--- src/rtl/sws_pkg.sv ---
package sws_pkg;

    // Configuration port layout
    localparam int CFG_IDX_W  = 2;
    localparam int CFG_DATA_W = 10;

    // Register indexes
    localparam logic [CFG_IDX_W-1:0] CFG_WIN_LEN = 2'd0;
    localparam logic [CFG_IDX_W-1:0] CFG_Q_LO    = 2'd1;
    localparam logic [CFG_IDX_W-1:0] CFG_Q_HI    = 2'd2;

    // Register widths and reset values
    localparam int WIN_LEN_W = 7;
    localparam int Q_W       = 10;
    localparam logic [WIN_LEN_W-1:0] WIN_LEN_RST = 7'd64;
    localparam logic [Q_W-1:0]       Q_LO_RST    = 10'd500;
    localparam logic [Q_W-1:0]       Q_HI_RST    = 10'd950;

    // Result field widths
    localparam int OUT_W      = 32;
    localparam int FILL_OUT_W = 7;
    localparam int IN_W       = 32;

    // Quantile scale and exact reciprocal of 1000 for the rank division
    localparam int Q_MAX       = 1000;
    localparam int RECIP_W     = 21;
    localparam int RECIP_SHIFT = 30;
    localparam logic [RECIP_W-1:0] RECIP_1000 = 21'd1073742;

    // Broadcast controls for the cell ring
    typedef struct packed {
        logic shift;  // push the new word into the age chain
        logic load;   // copy the stored value into the token
        logic step;   // pass tokens to the next cell
        logic count;  // update token rank counters
    } t_cell_ctrl;

endpackage

--- src/rtl/sws_rank.sv ---
module sws_rank #(
    parameter int MAX_WINDOW = 64
) (
    input  logic                                i_clk,
    input  logic [sws_pkg::Q_W-1:0]             i_quantile,
    input  logic [$clog2(MAX_WINDOW+1)-1:0]     i_fill,
    output logic [$clog2(MAX_WINDOW)-1:0]       o_rank
);

    localparam int CW  = $clog2(MAX_WINDOW+1);
    localparam int RW  = $clog2(MAX_WINDOW);
    localparam int YW  = sws_pkg::Q_W + CW + 1;
    localparam int PRW = YW + sws_pkg::RECIP_W;

    logic [sws_pkg::Q_W-1:0] w_q;
    logic [YW-1:0]           w_y;
    logic [YW-1:0]           r_y;
    logic [PRW-1:0]          w_prod;
    logic [RW-1:0]           r_rank;

    // Saturate the quantile and form q*(n-1)+999 for the ceiling
    always_comb begin
        if (i_quantile > sws_pkg::Q_W'(sws_pkg::Q_MAX)) begin
            w_q = sws_pkg::Q_W'(sws_pkg::Q_MAX);
        end else begin
            w_q = i_quantile;
        end
        w_y = YW'(w_q) * YW'(i_fill - CW'(1)) + YW'(sws_pkg::Q_MAX - 1);
    end

    // Divide by 1000 through the exact reciprocal
    assign w_prod = PRW'(r_y) * PRW'(sws_pkg::RECIP_1000);

    always_ff @(posedge i_clk) begin
        r_y    <= w_y;
        r_rank <= w_prod[sws_pkg::RECIP_SHIFT +: RW];
    end

    assign o_rank = r_rank;

endmodule

--- config.mk ---
export PLATFORM = sky130hd
export DESIGN_NAME = sws_rank
export DESIGN_NICKNAME = d
export VERILOG_FILES = /design/src/rtl/sws_pkg.sv /design/src/rtl/sws_rank.sv
export SDC_FILE = /design/constraint.sdc
export NUM_CORES = 1
export LEC_CHECK = 0
export ABC_AREA = 1
export BUFFER_PORTS_ARGS = -buffer_cell sky130_fd_sc_hd__buf_2
export CAP_MARGIN = 10
export CORE_MARGIN = 2
export CORE_UTILIZATION = 50
export CTS_BUF_LIST = sky130_fd_sc_hd__clkbuf_16
export CTS_CLUSTER_SIZE = 25
export DETAILED_ROUTE_END_ITERATION = 8
export GPL_TIMING_DRIVEN = 0
export PLACE_DENSITY = 0.71
export SLEW_MARGIN = 20
export SYNTH_ARGS = -nofsm -noshare
export SYNTH_HDL_FRONTEND = slang
export SYNTH_SLANG_ARGS = --single-unit
--- constraint.sdc ---
create_clock -name i_clk -period 6.6 [get_ports i_clk]
set_input_delay 1.65 -clock i_clk [delete_from_list [all_inputs] [get_ports i_clk]]
set_output_delay 1.65 -clock i_clk [all_outputs]
set_load 0.05 [all_outputs]
==> reports/qor.yml <==
sta:
  report.final.hold_viol_count: 0
  finalSetupViolCount: 0
  finClkSkew_ps: 3.716
  max_freq_ghz: 0.1571
  fin_ws_ps: 236.2
  hold_ws_ps: 866.2
  layout_worst_path_cycle_share_pct: 96.42
  slew_headroom_pct: 66.75
  tns_ps: 0
  drv_slew: 0
  period_needed_ps: 6364
  worst_pin_slew_ps: 498.3
worst_setup_path:
  path_class: "in -> reg"
  endpoint_kind: "flip-flop"
  startpoint_type: "primary input"
  cp.arrival_ps: 6530
  r2r-start: "r_y[15]"
  path_buf_inv: 6
  startpoint: "i_fill[0]"
  max_stage_delay_ps: 540
  critPathRequiredTime_ps: 6770
  cpMaxStageDelayCell: "fa_1"
  crit_fanout: 8
  path_delay_family: "adder cells"
  crit_top_cell: "ha_1"
final_layout:
  final_common_cell: "inv_1"
  synthToLayoutAreaGrowth_pct: 7.239
  nets: 1440
  final_area_um2: 9268
  final_layout_size_suffix_gt1_share_pct: 6.428
  diodes: 0
  final_cell_mix: "inv_1, ha_1, nand2_1"
synth:
  synth-edff-count: 0
  avgSynthCellArea_um2: 8.168
  yosys_warnings: 0
  synth_nets: 1408
  synth_cell_types: 38
  synth_ff_type: "dfxtp_1"
  synthCells: 1058
  synth_seq_area_share_pct: 5.560
  synth-seq-cells: 24
  ys_async_sr_fraction_pct: 0
  synth_area_um2: 8642
route:
  post_drt_wl_per_cell_um: 13.31
  num_vias: 6401
  ant_nets: 0
  drt_wl_total_mm: 17.48
  drt_iter0_drc: 217
  viasPerCell: 4.871
  first_pass_iters: 4
  post-route-drc-count: 0
placed_design:
  place_hpwl_mm: 15.81
  io_buffers: 23
  placed_area_um2: 9039
  pre_cts_slack_ps: -468.8
  place_congestion: 0.9157
min_path:
  hold_path_class: "reg -> reg"
  hold_start: "r_y[15]"
global_route:
  grt_pass1_wl_mm: 30.04
  grt_pass1_vias: 6629
  antenna_found_initial: 0
  grt-ovfl-total: 0
  grt_usage_pct: 20.49
  grt_max_degree: 15
die:
  die_w_um: 135.5
  die_area_um2: 18350
  die_h_um: 135.5
  initial_utilization_pct: 50.49
  fp.coreArea_um2: 17120
  io_pins: 24
  rows: 48
run:
  maxCapViolCount: 0
clock_network:
  clk_latency_ps: 270
  clkSinkCount: 24
  cts_buffers: 3
  htree_levels: 1
  path_clk_slew_ps: 70
  cts_tree: "built"
  cts_buffer_depth: 2
  cts-root-buf: "clkbuf_16"
  cts_hold_repair.buffers: 0
outcome:
  status: "complete, no violations"
==> cell usage after synthesis (2+ instances only) <==
master,count,area [µm²]
nand4_1,3,18.77
o21bai_1,6,45.04
o21ai_0,21,105.1
nand2_1,155,581.8
nor2_1,87,326.6
xor2_1,8,70.07
and2_1,2,12.51
o21a_1,2,15.01
nand3_1,27,135.1
a21oi_1,41,205.2
fa_1,127,2542
xnor2_1,9,78.83
nor3_1,7,35.03
o31ai_1,2,15.01
ha_1,205,2565
nand2_2,3,18.77
inv_1,293,1100
dfxtp_1,24,480.5
a31oi_1,2,12.51
a21o_1,2,15.01
xor2_2,4,65.06
inv_2,9,33.78
or2_1,3,18.77
or2_2,2,12.51
==> registers in the layout, indices dropped and copies added, names as in the netlist <==
signal and flops:
r_y 18, o_rank 6
==> worst reg2reg max path: cells and delay by family, from the launching register on <==
| kind | cells | cell delay [ps] |
|---|---|---|
| flip-flops | 1 | 440 |
| buffers and inverters | 6 | 330 |
| AO/OA/AOI/OAI | 3 | 450 |
| AND/OR/NAND/NOR | 4 | 360 |
| adder cells (fa/ha/maj) | 7 | 3490 |
==> layer usage <==
layer  vias to the layer above  GRT usage [%]  wire, µm
met3                        26          1.422       285
li1                       3285              -         -
met5                         -              0         0
met2                        69          38.52      8953
met4                         0          5.498       406
met1                      3021          25.35      7838
==> area by class of cell <==
cell class	count	area, µm²
clock buffers	3	75.07
well taps	225	281.5
multi-input cells	731	7113
flip-flops and latches	24	480.5
inverters	303	1142
clock inverters	1	30.03
fillers	1588	7849
repair buffers	27	145.1
==> through the flow <==
step           std cells  utilization [%]
3_5_place_dp        1306            52.81
6_report            1314            54.14
4_1_cts             1310            53.59
2_1_floorplan       1058                -
3_3_place_gp        1306            52.81
5_1_grt             1314            54.14
==> cells by family after synthesis <==
| family | Yosys count | synth area share, % |
|---|---|---|
| AO/OA/AOI/OAI | 79 | 5.024 |
| XOR/XNOR | 21 | 2.476 |
| AND/OR/NAND/NOR | 299 | 14.68 |
| flip-flops | 24 | 5.560 |
| adder cells (fa/ha/maj) | 332 | 59.10 |
| buffers and inverters | 303 | 13.16 |
==> final timing paths <==
kind / to / slack, ps / depth (start not counted)
min: o_rank[5] / 870 / 3
min reg2reg: o_rank[5] / 870 / 3
max reg2reg: o_rank[1] / 1440 / 20
max: r_y[17] / 240 / 25
==> timing repair <==
action | 4_1_cts | 5_1_grt
hold endpoints to repair | 0 | 0
setup endpoints to repair | 6 | 10
resized for setup | 5 | 18
gates cloned | 0 | 0
pin swaps | 0 | 6
setup buffers | 0 | 4
Power is not shown: default switching activity piles up to over one toggle a cycle in this logic, so the estimate is an artifact.
