File: config.mk
export PLATFORM = sky130hd
export DESIGN_NAME = sws_div
export DESIGN_NICKNAME = d
export VERILOG_FILES = /design/src/rtl/sws_div.sv
export SDC_FILE = /design/constraint.sdc
export NUM_CORES = 1
export LEC_CHECK = 0
export BUFFER_PORTS_ARGS = -buffer_cell sky130_fd_sc_hd__buf_4
export CORE_MARGIN = 5
export CORE_UTILIZATION = 47
export CTS_BUF_LIST = sky130_fd_sc_hd__clkbuf_8 sky130_fd_sc_hd__clkbuf_16
export CTS_CLUSTER_DIAMETER = 100
export DETAILED_ROUTE_END_ITERATION = 16
export GPL_TIMING_DRIVEN = 1
export PLACE_DENSITY = 0.76
export RECOVER_POWER = 25
export SETUP_SLACK_MARGIN = 0.4
export SLEW_MARGIN = 30
export SYNTH_ARGS = -nofsm -noshare
export SYNTH_HDL_FRONTEND = slang
export SYNTH_SLANG_ARGS = --single-unit
File: constraint.sdc
create_clock -name i_clk -period 1.86 [get_ports i_clk]
set_input_delay 0.279 -clock i_clk [delete_from_list [all_inputs] [get_ports i_clk]]
set_output_delay 0.279 -clock i_clk [all_outputs]
set_load 0.01 [all_outputs]
File: src/rtl/sws_div.sv
module sws_div #(
    parameter int DW = 38,
    parameter int VW = 7
) (
    input  logic          i_clk,
    input  logic          i_rst_n,
    input  logic          i_start,
    input  logic [DW-1:0] i_dividend,
    input  logic [VW-1:0] i_divisor,
    output logic          o_busy,
    output logic [DW-1:0] o_quotient
);

    localparam int KW = $clog2(DW+1);

    logic          r_busy;
    logic [KW-1:0] r_cnt;
    logic [VW-1:0] r_rem;
    logic [DW-1:0] r_quo;
    logic [VW-1:0] r_div;
    logic [VW:0]   w_trial;
    logic [VW:0]   w_diff;
    logic          w_fit;
    logic [VW-1:0] n_rem;

    // One restoring step per cycle, quotient bits shift in behind the dividend
    always_comb begin
        w_trial = {r_rem, r_quo[DW-1]};
        w_diff  = w_trial - {1'b0, r_div};
        w_fit   = (w_trial >= {1'b0, r_div});
        if (w_fit) begin
            n_rem = w_diff[VW-1:0];
        end else begin
            n_rem = w_trial[VW-1:0];
        end
    end

    // Step counter
    always_ff @(posedge i_clk) begin
        if (!i_rst_n) begin
            r_busy <= 1'b0;
            r_cnt  <= '0;
        end else if (i_start) begin
            r_busy <= 1'b1;
            r_cnt  <= KW'(DW);
        end else if (r_busy) begin
            r_cnt <= r_cnt - KW'(1);
            if (r_cnt == KW'(1)) begin
                r_busy <= 1'b0;
            end
        end
    end

    // Datapath
    always_ff @(posedge i_clk) begin
        if (i_start) begin
            r_rem <= '0;
            r_quo <= i_dividend;
            r_div <= i_divisor;
        end else if (r_busy) begin
            r_rem <= n_rem;
            r_quo <= {r_quo[DW-2:0], w_fit};
        end
    end

    assign o_busy     = r_busy;
    assign o_quotient = r_quo;

endmodule

==> reports/metrics.cfg, run 1 <==
[worst_setup_path]
cp_max_fo=7
arrival_ns=2.14
r2r-start=r_div[0]
critPathRequiredTime_ns=2.13
crit_type=flip-flop to flip-flop
endpoint_kind=flip-flop
reg2reg_to=r_rem[6]
ff2ff_path_depth=6
setup.worst_path.start_class=flip-flop
r2r_slack_ns=-0.009

[routing]
vias=2187
route.detailed.drc=0
via_per_inst=5.26
drt_pass1_iterations=4
wl_per_cell_um=16.1
ant_nets=0
drt-total-wl_mm=6.70
drt_iter0_markers=78

[run_status]
status=finished with violations
violations=negative setup slack

[synthesis]
synth_top_area_share_pct=45.3
ys_async_sr_fraction_pct=0
ys_seq_area_share_pct=54.7
syn_nets=287
synth_seq_cells=59
synth.avg_cell_area_um2=13.0
synth_area_leaders=edfxtp_1 (45%), mux2_2 (14%), dfxtp_1 (9.4%), ha_1 (3.8%), xnor2_1 (2.1%)
yosysTopAreaCell=edfxtp_1
syn_area_um2=2980
ys_warn_count=0
synth-edff-count=45
synth_top_flop_cell=edfxtp_1
synthDistinctLibCells=48
synthCells=229

[floorplanning]
rows=29
ioPinCount=87
coreArea_um2=6280
start_util_pct=47.5
die_h_um=89.7
die_x_um=89.7
die-area_um2=8040

[timing]
maxSlewViolCount=0
setup_viol=1
holdWs_ns=0.135
fmax_mhz=535
period_minus_slack_ns=1.87
layout_setup_ws_ns=-0.00903
max-slew-margin-rel_pct=47.4
finalHoldViolCount=0
finalSetupTns_ns=-0.00903
rsz0062_at_grt=yes
fin_worst_skew_ns=0.00700
worst_pin_slew_ns=0.790
fin_crit_sh_pct=100

[grt]
antenna_found_initial=0
grt_pass1_wl_mm=9.87
grt_use_met3_pct=3.83
overflow=0
grt_pass1_vias=2165
use_met2_pct=27.9
use_met1_pct=19.6
grt_usage_pct=16.4
busiest_layer=met2
grt_max_degree=27

[clocking]
clockRootBuffer=clkbuf_8
clk_transition_reported_paths_ns=0.07
cts_max_level=3
cts_buffers=9
clock_sinks=59
cts_buffer_depth=2
worstSkewPairLatency_ns=0.34
cts_tree=built
cts_hold_buf=0

[worst_hold_path]
min_to=r_div[3]
whs_path_depth=1
hold_path_class=input pin to flip-flop
min_from=i_divisor[3]

[layout]
drive_gt1_share_pct=52.8
num_antenna_cells=0
final_area_um2=4120
post-route-util_pct=65.6
final_nets=392
areaGrowthSynthToFinish_pct=38.0
layout_common_cells=buf_4 (93), edfxtp_1 (45), mux2_2 (36)
layout_commonest_cell=buf_4

[power_and_ir_drop]
p_per_area_nw_per_um2=916
leakagePower_nw=1.72
ir_worst_vdd_mv=0.621

[placed_design]
gp_congestion=0.781
portBuffers=86
hpwlAfterDp_mm=4.89
placed_area_um2=3860
post-place-ws_ns=0.00592

[run]
drv_cap=0

[worst max-delay path, cell delays in order (launching register included)]
cell,delay (ns)
edfxtp_1,0.37
ha_2,0.21
fa_2,0.34
nand2b_4,0.17
a211o_4,0.38
a31o_1,0.21
o21ai_1,0.13
[timing repair]
item	in CTS	in global routing
resized for setup	2	0
buffers inserted	2	2
setup endpoints to repair	10	8
pin swaps	3	3
[how the worst max path moves through the flow]
| stage | slack [ns] | start | end |
|---|---|---|---|
| after CTS | -0.002 | o_quotient[37] | r_rem[6] |
| after detailed placement | 0.006 | o_quotient[37] | r_rem[3] |
| after global placement | 0.03 | o_quotient[37] | r_rem[4] |
| after global routing | -0.09 | r_div[0] | r_rem[6] |
| final | -0.009 | r_div[0] | r_rem[6] |
| after floorplan | -0.02 | o_quotient[37] | r_rem[3] |
[final cells by class]
type | instances | area (µm²)
clock buffer | 9 | 124
clock inverter | 7 | 116
tap | 77 | 96.3
sequential | 59 | 1630
multi-input combinational | 148 | 1300
timing repair buffer | 104 | 800
inverter | 12 | 45.0
fill | 482 | 2160
[metal layers]
| metal | wire (µm) | up-vias |
|---|---|---|
| li1 | - | 1074 |
| met1 | 2740 | 1046 |
| met2 | 3530 | 58 |
| met3 | 338 | 9 |
| met4 | 97 | 0 |
| met5 | 0 | - |
[state kept, by name, summed over array words and instances (netlist names)]
name / count
o_busy: 1
o_quotient: 38
r_cnt: 6
r_div: 7
r_rem: 7
[per-stage QoR]
stage | power, mW | cells
after floorplan | 2.04 | 229
after global placement | 2.35 | 396
after detailed placement | 2.37 | 396
after CTS | 3.80 | 414
after global routing | 3.93 | 416
final | 3.77 | 416
[cells in the mapped netlist (5+ instances only)]
master	count
buf_2	6
dfxtp_1	14
edfxtp_1	45
ha_1	9
inv_1	12
mux2_2	38
nand2_1	10
nor2_1	12
nor2b_1	5
nor3b_1	8
o21a_1	5
xnor2_1	7
[kinds of logic (layout without fill, tap and decap cells)]
kind of cell	count (synthesis)	count (layout)	synth area share [%]
AO/OA/AOI/OAI	35	35	9.73
XOR/XNOR	7	7	2.05
adder cells (fa/ha/maj)	10	10	4.44
buffers and inverters	22	132	3.40
flip-flops	59	59	54.7
multiplexers	38	38	14.3
AND/OR/NAND/NOR	58	58	11.4
[where the power goes]
| group | switching [mW] | internal (mW) | total [mW] | leakage (nW) |
|---|---|---|---|---|
| clock | 0.526 | 0.887 | 1.41 | 0.121 |
| sequential | 0.0706 | 1.57 | 1.64 | 0.566 |
| combinational | 0.320 | 0.400 | 0.720 | 1.03 |
| total | 0.917 | 2.85 | 3.77 | 1.72 |
(Power assumes the default switching activity.)
==> run 2, diff against run 1 <==
--- a/config.mk
+++ b/config.mk
@@ -7,13 +7,14 @@
 export LEC_CHECK = 0
 export BUFFER_PORTS_ARGS = -buffer_cell sky130_fd_sc_hd__buf_4
 export CORE_MARGIN = 5
-export CORE_UTILIZATION = 47
+export CORE_UTILIZATION = 45
 export CTS_BUF_LIST = sky130_fd_sc_hd__clkbuf_8 sky130_fd_sc_hd__clkbuf_16
 export CTS_CLUSTER_DIAMETER = 100
 export DETAILED_ROUTE_END_ITERATION = 16
 export GPL_TIMING_DRIVEN = 1
-export PLACE_DENSITY = 0.76
+export PLACE_DENSITY = 0.74
 export RECOVER_POWER = 25
+export REMOVE_ABC_BUFFERS = 1
 export SETUP_SLACK_MARGIN = 0.4
 export SLEW_MARGIN = 30
 export SYNTH_ARGS = -nofsm -noshare
==> run 2 against run 1 <==
Against the previous run: the flow still finishes with violations (negative setup slack); critical path type unchanged; clock skew is 0.0024 ns higher; clock power is 22% lower; wire length is 1.3% higher; via count is 1.3% higher; largest power group unchanged; register-to-register slack worse by 0.04 ns; design area is 1.7% lower; flip-flop and latch count stayed put; non-clock buffer count is 4 lower; critical endpoint unchanged; hold slack better by 0.013 ns; final cell count is 0.96% lower.
==> reports/metrics.cfg, run 2 (same netlist as run 1, synthesis figures left out) <==
[worst_setup_path]
critPathRequiredTime_ns=2.12
cp_cell_sequence=ha_2 -> fa_2 -> nand2b_4 -> a211o_4 -> a31o_1 -> o21ai_1
endpoint_kind=flip-flop
arrival_ns=2.17
cp_max_fo=7
slowest_stage=edfxtp_1
crit_type=flip-flop to flip-flop
setup.worst_path.start_class=flip-flop
crit_path_max_incr_delay_ns=0.39

[floorplanning]
coreArea_um2=6390
rows=29
start_util_pct=46.7
die_x_um=91.4
die-area_um2=8360
ioPinCount=87
die_h_um=91.4

[power_and_ir_drop]
p_per_area_nw_per_um2=853
report.power.total_mw=3.45
leakagePower_nw=1.67
ir_worst_vdd_mv=0.529

[timing]
fin_worst_skew_ns=0.00941
finalSetupTns_ns=-0.178
fmax_mhz=523
worst_pin_slew_ns=0.791
period_minus_slack_ns=1.91
maxSlewViolCount=0
max-slew-margin-rel_pct=47.3
fin_crit_sh_pct=103
setup_viol=7
finalHoldViolCount=0
holdWs_ns=0.148
rsz0062_at_grt=yes
layout_setup_ws_ns=-0.0534

[grt]
grt_pass1_vias=2332
grt_pass1_wl_mm=11.2
grt_max_degree=39
antenna_found_initial=0
overflow=0
grt_usage_pct=16.6

[layout]
areaGrowthSynthToFinish_pct=35.7
multi_input_area_um2=1340
largest_reg_flops=38
layout_common_cells=buf_4 (90), edfxtp_1 (45), mux2_2 (38)
nFillCells=508
drive_gt1_share_pct=53.4
num_antenna_cells=0
post-route-util_pct=63.4
final-seq-area_um2=1630
final_nets=388
layout_commonest_cell=buf_4

[placed_design]
hpwlAfterDp_mm=5.00
gp_congestion=0.847
portBuffers=86

[clocking]
cts_max_level=3
cts_tree=built
clockRootBuffer=clkbuf_8
cts_buffers=9
clk_transition_reported_paths_ns=0.07
cts_hold_buf=0
cts_buffer_depth=2
clock_sinks=59
worstSkewPairLatency_ns=0.33

[routing]
ant_nets=0
drt-total-wl_mm=6.79
drt_pass1_iterations=4
via_per_inst=5.38
wl_per_cell_um=16.5
drt_iter0_markers=85
route.detailed.drc=0
vias=2215

[run_status]
status=finished with violations
violations=negative setup slack

[worst_hold_path]
hold_path_class=input pin to flip-flop

[run]
drv_cap=0

[run 2: worst max-delay path: cells and delay by family (launching register included)]
kind            cells  cell delay [ns]
compound gates      3             0.70
simple gates        1             0.18
fa+ha+maj           2             0.57
flops               1             0.39
[run 2: routing by layer]
layer  wire length [µm]  up-vias  GRT usage [%]
met1               2750     1061           19.7
met2               3320       81           26.1
li1                   -     1064              -
met5                  0        -              0
met3                656        9           7.93
met4                 73        0           6.11
[run 2: cell type report]
cell class / count / share of cell area, %
clock inverter: 7 / 1.48
tap: 77 / 2.38
inverter: 12 / 1.11
timing repair buffer: 100 / 18.7
sequential: 59 / 40.3
multi-input combinational: 148 / 33.0
clock buffer: 9 / 3.06
[run 2: worst paths after layout]
path           startpoint       end  depth (start not counted)  slack [ns]
min reg2reg      r_rem[2]  r_rem[2]                          2        0.53
min          i_divisor[0]  r_div[0]                          1        0.15
max reg2reg      r_div[0]  r_rem[6]                          6       -0.05
max              r_div[0]  r_rem[6]                          6       -0.05
[run 2: timing repair]
item / in CTS / in global routing
hold endpoints to repair: 0 / 0
pin swaps: 9 / 5
setup buffers: 0 / 1
gates resized for setup: 7 / 10
endpoints found under the setup margin: 8 / 9
[run 2: power breakdown]
part	internal, mW	switching (mW)
Clock	0.602	0.499
Combinational	0.391	0.327
Sequential	1.57	0.0689
[run 2: through the flow]
step	setup slack, ns	cell area [µm²]	std cells
after floorplan	-0.165	2930	219
after global placement	-0.0944	3800	395
after detailed placement	-0.175	3800	395
after CTS	-0.0641	4030	411
after global routing	-0.108	4050	412
final	-0.0534	4050	412
