**src/rtl/sws_pkg.sv**
```systemverilog
package sws_pkg;

    // Configuration port layout
    localparam int CFG_IDX_W  = 2;
    localparam int CFG_DATA_W = 10;

    // Register indexes
    localparam logic [CFG_IDX_W-1:0] CFG_WIN_LEN = 2'd0;
    localparam logic [CFG_IDX_W-1:0] CFG_Q_LO    = 2'd1;
    localparam logic [CFG_IDX_W-1:0] CFG_Q_HI    = 2'd2;

    // Register widths and reset values
    localparam int WIN_LEN_W = 7;
    localparam int Q_W       = 10;
    localparam logic [WIN_LEN_W-1:0] WIN_LEN_RST = 7'd64;
    localparam logic [Q_W-1:0]       Q_LO_RST    = 10'd500;
    localparam logic [Q_W-1:0]       Q_HI_RST    = 10'd950;

    // Result field widths
    localparam int OUT_W      = 32;
    localparam int FILL_OUT_W = 7;
    localparam int IN_W       = 32;

    // Quantile scale and exact reciprocal of 1000 for the rank division
    localparam int Q_MAX       = 1000;
    localparam int RECIP_W     = 21;
    localparam int RECIP_SHIFT = 30;
    localparam logic [RECIP_W-1:0] RECIP_1000 = 21'd1073742;

    // Broadcast controls for the cell ring
    typedef struct packed {
        logic shift;  // push the new word into the age chain
        logic load;   // copy the stored value into the token
        logic step;   // pass tokens to the next cell
        logic count;  // update token rank counters
    } t_cell_ctrl;

endpackage

```
**src/rtl/sws_cell.sv**
```systemverilog
module sws_cell #(
    parameter int IDX         = 0,
    parameter int MAX_WINDOW  = 64,
    parameter int SAMPLE_BITS = 32
) (
    input  logic                                  i_clk,
    input  sws_pkg::t_cell_ctrl                   i_ctrl,
    input  logic [$clog2(MAX_WINDOW+1)-1:0]       i_fill,
    input  logic [SAMPLE_BITS-1:0]                i_shift_val,
    output logic [SAMPLE_BITS-1:0]                o_val,
    input  logic [SAMPLE_BITS-1:0]                i_tok_val,
    input  logic                                  i_tok_vld,
    input  logic [$clog2(MAX_WINDOW+1)-1:0]       i_tok_less,
    input  logic [$clog2(MAX_WINDOW+1)-1:0]       i_tok_eq,
    output logic [SAMPLE_BITS-1:0]                o_tok_val,
    output logic                                  o_tok_vld,
    output logic [$clog2(MAX_WINDOW+1)-1:0]       o_tok_less,
    output logic [$clog2(MAX_WINDOW+1)-1:0]       o_tok_eq
);

    localparam int CW = $clog2(MAX_WINDOW+1);

    logic [SAMPLE_BITS-1:0] r_val;
    logic [SAMPLE_BITS-1:0] r_tok_val;
    logic                   r_tok_vld;
    logic [CW-1:0]          r_tok_less;
    logic [CW-1:0]          r_tok_eq;
    logic                   w_own_vld;
    logic                   w_lt;
    logic                   w_eq;

    // This slot holds a live sample when it lies below the fill count
    assign w_own_vld = (i_fill > CW'(IDX));

    assign w_lt = i_ctrl.count && w_own_vld && (r_val < r_tok_val);
    assign w_eq = i_ctrl.count && w_own_vld && (r_val == r_tok_val);

    // Hand the token on with this cell's comparison folded in
    assign o_val      = r_val;
    assign o_tok_val  = r_tok_val;
    assign o_tok_vld  = r_tok_vld;
    assign o_tok_less = r_tok_less + CW'(w_lt);
    assign o_tok_eq   = r_tok_eq + CW'(w_eq);

    // Advance the age chain
    always_ff @(posedge i_clk) begin
        if (i_ctrl.shift) begin
            r_val <= i_shift_val;
        end
    end

    // Load or pass the token
    always_ff @(posedge i_clk) begin
        if (i_ctrl.load) begin
            r_tok_val  <= r_val;
            r_tok_vld  <= w_own_vld;
            r_tok_less <= '0;
            r_tok_eq   <= '0;
        end else if (i_ctrl.step) begin
            r_tok_val  <= i_tok_val;
            r_tok_vld  <= i_tok_vld;
            r_tok_less <= i_tok_less;
            r_tok_eq   <= i_tok_eq;
        end
    end

endmodule

```
**config.mk**
```make
export PLATFORM = sky130hd
export DESIGN_NAME = sws_cell
export DESIGN_NICKNAME = d
export VERILOG_FILES = /design/src/rtl/sws_pkg.sv /design/src/rtl/sws_cell.sv
export SDC_FILE = /design/constraint.sdc
export NUM_CORES = 1
export LEC_CHECK = 0
export BUFFER_PORTS_ARGS = -buffer_cell sky130_fd_sc_hd__buf_2
export CAP_MARGIN = 5
export CORE_MARGIN = 2
export CORE_UTILIZATION = 30
export DETAILED_ROUTE_END_ITERATION = 8
export RECOVER_POWER = 50
export SLEW_MARGIN = 25
export SYNTH_ARGS = -nofsm -noshare
export SYNTH_HDL_FRONTEND = slang
export SYNTH_SLANG_ARGS = --single-unit
```
**constraint.sdc**
```tcl
create_clock -name i_clk -period 3.4 [get_ports i_clk]
set_input_delay 0.68 -clock i_clk [delete_from_list [all_inputs] [get_ports i_clk]]
set_output_delay 0.68 -clock i_clk [all_outputs]
set_load 0.05 [all_outputs]
```
==> results.toml, run 1 <==
[status]
outcome = "finished with violations"
violations = "capacitance limit, slew limit, setup timing"

[placed_design]
dpl-instance-area_um2 = 5200
io_buffers = 169
dp_hpwl_um = 7430
dpl.cell_count = 641
gp_congestion = 0.794

[global_route]
grt_max_degree = 49
grt_pass1_vias = 3136
grt_pass1_wl_um = 16400
gr-usage-all-layers_pct = 15.2
grt_overflow = 0
antenna_found_initial = 1

[floorplan]
start_util_pct = 30.8
rows = 41
io_pins = 170
fp.dieH_um = 118
die_x_um = 118
core_um2 = 12600
dieArea_um2 = 13900

[critical_path]
crit_path_start = "o_val[21]"
cp-start-kind = "flip-flop"
setup.worst_path.end_class = "output port"
critPathBufInv = 2
crit_chain = "ha_1 > nand4_1 > buf_4 > nor3_1 > a22oi_2 > o211ai_2 > a211oi_2 > ha_2 > ha_4 > nand3_4 > xnor2_4 > buf_6"
crit_end = "o_tok_less[4]"
r2r_end = "o_tok_val[23]"
rr_worst_depth = 3
rrSetupSlack_ns = 2.18
worst-path-stages = 12
slowest_stage = "edfxtp_1"
slowest_delay_ns = 0.40
critPathMaxFanout = 3
critPathArrivalTime_ns = 2.81
crit_type = "flip-flop to output port"
r2r-start = "o_val[23]"
required_ns = 2.72
critPathTopFamily = "adder cells"

[yosys]
synthCells = 291
ys_ff_latch = 79
synth_mux_area_share_pct = 12.9
synth_fp_nets = 418
async_reset_ff_share_pct = 0
synth-compound-area-share_pct = 4.73
synth_edf_count = 65
synthFlopType = "edfxtp_1"
synth_fa_ha_area_share_pct = 11.6
avgSynthCellArea_um2 = 13.4
synth.lib_cells_used.distinct = 33
yosysWarnings = 0
synth_top_family_by_area = "multiplexers"
synth-xor-area-share_pct = 2.25
synth-seq-area-share_pct = 57.4
syn_area_um2 = 3890
yosys.area_share.simple_pct = 7.24

[min_path]
hp-class = "input pin to flip-flop"

[final_layout]
nFillCells = 1206
n_antenna_cell = 0
stdcell_count = 668
final_cell_area_um2 = 5910
final_common_cell = "buf_2"
multi_input_area_um2 = 1880
drive_gt1_share_pct = 56.5
layout_common_cells = "buf_2, edfxtp_1, inv_1, mux2_2"
syn_to_final_growth_pct = 51.9
regArea_um2 = 2230
nNetsFinal = 618
finish.utilization_pct = 46.8

[sta]
finalMaxSlewViolations = 82
timing.fmax_mhz = 286
final-setup-viol-count = 9
finalCritPeriodShare_pct = 103
fin_ws_ns = -0.0907
worst_hold_slack_ns = 0.511
tns_ns = -0.507
min_period_ns = 3.49
max_slew_margin_pct = -78.9
worst_pin_slew_ns = 2.68
hold_viol_final = 0
rsz0062_at_grt = "yes"
skew_ns = 0.00487

[clocking]
cts-root-buf = "clkbuf_16"
clock-sinks = 79
clock_latency_ns = 0.34
cts_tree = "yes"
cts_max_level = 3
clkTransAtPathRegs_ns = 0.06
clockBufferDepth = 2
cts_buffers = 9

[detailed_routing]
dr.pass1.iters = 4
drc = 0
vias = 2980
viasPerCell = 4.46
postRouteWirelength_um = 10100
drt_first_iter_violations = 68
final_antenna_net_count = 0
wl_per_cell_um = 15.1

[power_and_ir_drop]
pwr-share-comb_pct = 25.1
peakVddDrop_mv = 0.251
p_leak_nw = 2.68
switching_share_pct = 31.1
p_int_mw = 2.13
p_clk_share_pct = 35.8
power_density_nw_per_um2 = 523
p_seq_share_pct = 39.1
power.switching_mw = 0.959

[flow_run]
cap_violations = 2
==> stage by stage <==
step	setup WS, ns	total power [mW]
floorplan	-0.199	1.72
global placement	-0.0734	1.92
detailed placement	-0.114	1.93
CTS	-0.159	3.10
global route	-0.256	3.23
finish	-0.0907	3.09
==> logic make-up after synthesis <==
family	Yosys count
compound gates	26
xor+xnor	10
fa+ha+maj	36
buf+inv	40
flops	79
mux	46
simple gates	54
==> cell usage after synthesis (2+ instances only) <==
cell type / number / share of area (%)
nor2b_1: 2 / 0.32
clkbuf_1: 2 / 0.19
mux2i_1: 14 / 3.6
nor4_1: 3 / 0.48
a21oi_1: 11 / 1.4
dfxtp_1: 14 / 7.2
mux2_2: 32 / 9.3
o21ai_0: 5 / 0.64
a211oi_1: 3 / 0.58
buf_2: 2 / 0.26
and3_1: 2 / 0.32
edfxtp_1: 65 / 50
nor2_1: 20 / 1.9
inv_1: 33 / 3.2
nand4_1: 6 / 0.97
nand3_1: 9 / 1.2
xnor2_1: 8 / 1.8
buf_1: 3 / 0.29
xor2_1: 2 / 0.45
nand4_2: 2 / 0.64
ha_1: 36 / 12
nand2_1: 6 / 0.58
==> how the worst min path moves through the flow <==
stage,depth (start not counted),end,from,slack [ns]
2_1_floorplan,2,r_tok_less[0],r_tok_less[0],0.47
3_3_place_gp,2,r_tok_eq[0],r_tok_eq[0],0.49
3_5_place_dp,2,r_tok_eq[0],r_tok_eq[0],0.51
4_1_cts,1,o_val[30],i_shift_val[30],0.50
5_1_grt,1,o_val[24],i_shift_val[24],0.49
6_report,1,o_val[30],i_shift_val[30],0.51
==> metal layers <==
| layer | vias up | GRT usage, % | wire [um] |
|---|---|---|---|
| li1 | 1466 | - | - |
| met1 | 1387 | 18.3 | 4380 |
| met2 | 109 | 25.4 | 4860 |
| met3 | 16 | 5.04 | 672 |
| met4 | 2 | 5.20 | 166 |
| met5 | - | 0 | 13 |
==> registers in the layout (all words and copies together) (netlist names) <==
| signal | cells |
|---|---|
| o_val | 32 |
| r_tok_eq | 7 |
| o_tok_vld | 1 |
| o_tok_val | 32 |
| r_tok_less | 7 |
==> timing repair <==
| item | CTS | global route |
|---|---|---|
| endpoints found under the setup margin | 12 | 13 |
| pin swaps | 13 | 15 |
| resized for setup | 40 | 15 |
| buffers inserted | 8 | 3 |
| hold buffers | 0 | 0 |
==> final cells by class <==
class                      instances  share of cell area, %
clock buffer                       9                   3.81
clock inverter                     7                   1.88
inverter                          33                   2.10
multi-input combinational        172                   31.8
sequential                        79                   37.8
tap                              172                   3.64
timing repair buffer             196                   19.0
==> power groups by stage <==
| stage | combinational [mW] | sequential, mW | clock [mW] |
|---|---|---|---|
| after global routing | 0.831 | 1.22 | 1.18 |
| after CTS | 0.757 | 1.21 | 1.13 |
| after floorplan | 0.251 | 1.46 | 0 |
| after detailed placement | 0.709 | 1.22 | 0 |
| final | 0.774 | 1.21 | 1.11 |
| after global placement | 0.703 | 1.22 | 0 |
==> worst register-to-register path, cell delays in order (launching register included) <==
cell and delay (ns):
edfxtp_1 0.44, buf_4 0.16, buf_4 0.12, mux2_2 0.25
Power figures use the tool's default switching activity.
==> run 2: changes to the inputs <==
==> constraint.sdc (replaced) <==
create_clock -name i_clk -period 3.6 [get_ports i_clk]
set_input_delay 0.72 -clock i_clk [delete_from_list [all_inputs] [get_ports i_clk]]
set_output_delay 0.72 -clock i_clk [all_outputs]
set_load 0.05 [all_outputs]
==> run 2 against run 1 <==
- the run ends with capacitance limit, slew limit left
- clock-buffer cell count rose by 2
- non-clock buffer count is 13 lower
- total power down 14%
- utilization fell by 2.3 points
- via count shrank 3.1%
- combinational power is 10% lower
- global-route usage fell by 0.75 points
- register-to-register slack better by 0.32 ns
- first-iteration DRC count increased by 25%
- setup slack better by 0.17 ns
- sequential power down 6%
- final cell count down 1.9%
- largest cell class unchanged
==> results.toml, run 2 (synthesized netlist as in run 1, its figures left out) <==
[critical_path]
setup.worst_path.end_class = "output port"
cp-start-kind = "flip-flop"
critPathMaxFanout = 3
critPathArrivalTime_ns = 2.80
crit_type = "flip-flop to output port"
required_ns = 2.88

[placed_design]
dp_slack_ns = -0.139
dpl-instance-area_um2 = 5030
gp_congestion = 0.758
dp_hpwl_um = 7260
io_buffers = 169

[floorplan]
start_util_pct = 30.8
core_um2 = 12600
dieArea_um2 = 13900
die_x_um = 118
rows = 41
io_pins = 170
fp.dieH_um = 118

[clocking]
cts_max_level = 3
cts_tree = "yes"
clockBufferDepth = 2
clock-sinks = 79
cts-root-buf = "clkbuf_16"
cts_buffers = 9
cts.hold.buffers_added = 0
clock_latency_ns = 0.33
clkTransAtPathRegs_ns = 0.06

[global_route]
grtUsageMet1_pct = 17.0
use_met3_pct = 4.46
grt_pass1_wl_um = 15700
grt_pass1_vias = 3106
use_met2_pct = 24.6
grt_overflow = 0
grt_max_degree = 49
antenna_found_initial = 0
busiest_layer = "met2"
gr-usage-all-layers_pct = 14.4

[power_and_ir_drop]
power_density_nw_per_um2 = 471
peakVddDrop_mv = 0.242
p_leak_nw = 2.52

[status]
violations = "capacitance limit, slew limit"
outcome = "finished with violations"

[detailed_routing]
final_antenna_net_count = 0
drc = 0
drt_first_iter_violations = 85
viasPerCell = 4.41
postRouteWirelength_um = 9680
vias = 2888
dr.pass1.iters = 4
wl_per_cell_um = 14.8

[sta]
max_slew_margin_pct = -78.8
finalCritPeriodShare_pct = 97.7
fin_ws_ns = 0.0820
worst_pin_slew_ns = 2.68
min_period_ns = 3.52
timing.fmax_mhz = 284
finalMaxSlewViolations = 82
skew_ns = 0.00415
rsz0062_at_grt = "yes"
hold_viol_final = 0
final-setup-viol-count = 0

[final_layout]
final_common_cell = "buf_2"
layout_common_cells = "buf_2, edfxtp_1, inv_1, mux2_2, ha_1"
n_antenna_cell = 0
syn_to_final_growth_pct = 44.3
nFillCells = 1215
final_cell_area_um2 = 5610
drive_gt1_share_pct = 52.2
nNetsFinal = 605

[flow_run]
cap_violations = 2

[min_path]
hp-class = "flip-flop to flip-flop"
-- run 2: cell types whose count changed in the layout (fill, tap and decap cells not counted), sizes merged --
cell	before	now
bufinv	3	0
clkinv	4	5
buf	192	162
clkbuf	13	32
-- run 2: critical path, stage by stage, from the launching register on --
cell and delay (ns):
edfxtp_1 0.41, ha_1 0.33, nand4_1 0.19, nor4_4 0.35, nand2_2 0.15, a31oi_4 0.18, a211oi_2 0.08, ha_2 0.22
ha_4 0.18, nand3_2 0.09, xnor2_2 0.11, buf_6 0.18
-- run 2: per-layer routing --
layer  share of wire [%]  up-vias
met4                 1.8        0
met1                  42     1335
met5                   0        -
li1                    -     1441
met3                 7.0       14
met2                  49       98
-- run 2: what timing repair did --
item                       in CTS  in global routing
setup buffers                   4                  5
gates resized for setup        32                 28
setup endpoints to repair      12                 11
pin swaps                       9                  9
-- run 2: report_power, final --
part	switching, mW	leakage, nW	internal (mW)
logic	0.468	1.62	0.228
registers	0.0553	0.765	1.08
clock network	0.348	0.133	0.461
total	0.871	2.52	1.77
-- run 2: through the flow --
step / setup TNS, ns / utilization [%] / power [mW] / std cells / hold WS [ns]
2_1_floorplan: -0.0744 / - / 1.61 / 291 / 0.467
3_3_place_gp: -0.0908 / 39.9 / 1.80 / 630 / 0.485
3_5_place_dp: -0.332 / 39.9 / 1.81 / 630 / 0.504
4_1_cts: 0 / 43.3 / 2.65 / 650 / 0.521
5_1_grt: -0.352 / 44.5 / 2.78 / 655 / 0.540
6_report: 0 / 44.5 / 2.64 / 655 / 0.516
-- run 2: path summary, 6_finish.rpt --
kind            startpoint            end  slack, ns  depth (start not counted)
max reg2reg      o_val[21]  o_tok_val[21]       2.50                          2
min          r_tok_less[0]  r_tok_less[0]       0.52                          2
max              o_val[22]  o_tok_less[6]       0.08                         11
min reg2reg  r_tok_less[0]  r_tok_less[0]       0.52                          2
-- run 2: cell type report --
type	count	area, um2	area share [%]
multi-input cells	172	1800	32.1
clock inverters	5	25.0	0.446
repair buffers	183	981	17.5
inverters	33	124	2.21
well taps	172	215	3.83
clock buffers	11	233	4.15
flip-flops and latches	79	2230	39.8
==> run 3: changes to the inputs <==
--- a/config.mk
+++ b/config.mk
@@ -5,10 +5,12 @@
 export SDC_FILE = /design/constraint.sdc
 export NUM_CORES = 1
 export LEC_CHECK = 0
+export ABC_AREA = 1
 export BUFFER_PORTS_ARGS = -buffer_cell sky130_fd_sc_hd__buf_2
 export CAP_MARGIN = 5
 export CORE_MARGIN = 2
 export CORE_UTILIZATION = 30
+export CTS_CLUSTER_DIAMETER = 40
 export DETAILED_ROUTE_END_ITERATION = 8
 export RECOVER_POWER = 50
 export SLEW_MARGIN = 25
==> run 3 against run 2 <==
- the run still ends with capacitance limit, slew limit left
- design area decreased by 2.3%
- sequential share of layout area grew 0.92 points
- hold slack better by 0.0057 ns
- synthesized area rose by 3.4%
- die area up 3.3%
- clock-buffer cell count down 2
- non-clock buffer count is 4 lower
- utilization is 2.9 points lower
- largest cell class unchanged
- setup slack got worse by 0.0092 ns
==> results.toml, run 3 <==
[detailed_routing]
dr.pass1.iters = 4
wl_per_cell_um = 13.9
viasPerCell = 4.37
postRouteWirelength_um = 10700
drt_first_iter_violations = 117
vias = 3370
drc = 0
final_antenna_net_count = 0

[sta]
min_period_ns = 3.53
max_slew_margin_pct = -49.2
timing.fmax_mhz = 284
finalMaxSlewViolations = 82
worst_pin_slew_ns = 2.24
hold_viol_final = 0
final-setup-viol-count = 0
skew_ns = 0.00232
finalCritPeriodShare_pct = 98.0

[critical_path]
critPathArrivalTime_ns = 2.81
slowest_stage = "edfxtp_1"
setup.worst_path.end_class = "output port"
rrSetupSlack_ns = 2.61
cp-start-kind = "flip-flop"
critPathTopFamily = "simple AND/OR/NAND/NOR gates"
critPathBufInv = 1
required_ns = 2.88
crit_type = "flip-flop to output port"
r2r-start = "o_val[31]"
rr_worst_depth = 3
r2r_end = "o_tok_val[31]"
slowest_delay_ns = 0.47
critPathMaxFanout = 3
crit_chain = "ha_4 > nand4_1 > nand2b_4 > nor2_4 > nor4b_4 > ha_2 > ha_4 > nand3_2 > nor2_4 > xor2_2 > buf_6"

[floorplan]
rows = 42
fp.dieH_um = 120
core_um2 = 13200
start_util_pct = 30.5
io_pins = 170
die_x_um = 120
dieArea_um2 = 14400

[min_path]
hp-start = "r_tok_eq[0]"
hp-class = "flip-flop to flip-flop"
min_path_cells = 2
worstHoldEndpoint = "r_tok_eq[0]"

[yosys]
synth_edf_count = 65
synth-seq-area-share_pct = 55.5
synthCells = 412
syn_area_um2 = 4020
synth_top_area_share_pct = 48.5
avgSynthCellArea_um2 = 9.76
synth_fp_nets = 539
yosysWarnings = 0
synth.lib_cells_used.distinct = 24
async_reset_ff_share_pct = 0
synth_area_leaders = "edfxtp_1, nand2_1, ha_1, dfxtp_1, inv_1"
synth_most_common_cell = "nand2_1"
ys_ff_latch = 79
synthFlopType = "edfxtp_1"
synth_common_cells = "nand2_1, edfxtp_1, inv_1"
synth_largest_area_cell = "edfxtp_1"

[global_route]
grt_overflow = 0
grt_pass1_wl_um = 16600
gr-usage-all-layers_pct = 14.8
grt_pass1_vias = 3383
antenna_found_initial = 0
grt_max_degree = 49

[status]
outcome = "finished with violations"
violations = "capacitance limit, slew limit"

[final_layout]
stdcell_count = 771
nNetsFinal = 718
layout_common_cells = "buf_2, nand2_1, edfxtp_1, inv_1, nor2_1"
final_common_cell = "buf_2"
final_cell_area_um2 = 5490
drive_gt1_share_pct = 36.3
syn_to_final_growth_pct = 36.4
n_antenna_cell = 0

[clocking]
clock_latency_ns = 0.33
cts-root-buf = "clkbuf_16"
cts_max_level = 3
cts.hold.buffers_added = 0
clkTransAtPathRegs_ns = 0.06
clockBufferDepth = 2
cts_buffers = 9
cts_tree = "yes"
clock-sinks = 79

[power_and_ir_drop]
p_leak_nw = 2.74
power_density_nw_per_um2 = 494
peakVddDrop_mv = 0.254

[placed_design]
dpl-instance-area_um2 = 5050
dpl.cell_count = 748
dp_hpwl_um = 7770
gp_congestion = 0.769
io_buffers = 169

[flow_run]
cap_violations = 2
-- run 3: cell types whose count changed in the layout (fill, tap and decap cells not counted), moves of 14 or more --
cell / change
clkbuf_1: -20
nand2_1: +128
nor2_1: +19
mux2i_1: -14
buf_2: +24
mux2_2: -32
-- run 3: kinds of logic (layout without fill, tap and decap cells) --
kind of cell	count (synthesis)	in the layout	synth area share, %
and+or+nand+nor	199	199	21.2
DFF	79	79	55.5
buffers and inverters	56	239	5.79
adders and majority gates	36	36	11.2
AOI/OAI and AO/OA	32	32	4.17
xor gates and xnor gates	10	10	2.18
-- run 3: final cells by class --
type,count,area [um2]
clock buffers,9,225
repair buffers,179,928
fillers,1311,7700
inverters,45,169
multi-input cells,277,1660
flip-flops and latches,79,2230
well taps,176,220
clock inverters,6,52.6
-- run 3: tightest hold or removal path: cells and delay by family, from the launching register on --
kind | cells | cell delay, ns
flops | 1 | 0.33
compound gates | 1 | 0.08
simple gates | 1 | 0.08
-- run 3: power by group --
group | total, mW | internal (mW) | switching, mW
clock | 0.880 | 0.524 | 0.356
combinational | 0.694 | 0.201 | 0.493
sequential | 1.14 | 1.08 | 0.0560
-- run 3: metal layers --
layer	track usage (%)	vias up	routed length (um)
met4	6.47	0	236
met1	18.3	1549	4630
met5	0	-	0
met2	24.7	109	5180
li1	-	1696	-
met3	3.56	16	639
-- run 3: through the flow --
| stage | hold slack, ns | total power [mW] | setup WS [ns] | setup TNS (ns) | util (%) |
|---|---|---|---|---|---|
| floorplan | 0.469 | 1.64 | 0.0126 | 0 | - |
| global placement | 0.485 | 1.82 | 0.296 | 0 | 38.3 |
| detailed placement | 0.497 | 1.83 | 0.267 | 0 | 38.3 |
| CTS | 0.518 | 2.73 | 0.00168 | 0 | 40.6 |
| global route | 0.547 | 2.85 | -0.0498 | -0.0671 | 41.6 |
| finish | 0.522 | 2.71 | 0.0728 | 0 | 41.6 |
-- run 3: how the worst max path moves through the flow --
stage | startpoint | to | slack [ns] | cells past startpoint
after floorplan | o_tok_val[31] | o_tok_less[6] | 0.01 | 13
after global placement | o_val[31] | o_tok_eq[6] | 0.30 | 11
after detailed placement | o_val[31] | o_tok_eq[6] | 0.27 | 11
after CTS | o_val[15] | o_tok_less[6] | 0.002 | 12
after global routing | o_val[30] | o_tok_eq[6] | -0.05 | 11
final | o_val[30] | o_tok_eq[6] | 0.07 | 11
-- run 3: repair_timing --
item	in CTS	in global routing
pin swaps	0	7
setup buffers	2	6
endpoints found under the setup margin	3	7
hold endpoints to repair	0	0
gates resized for setup	4	19
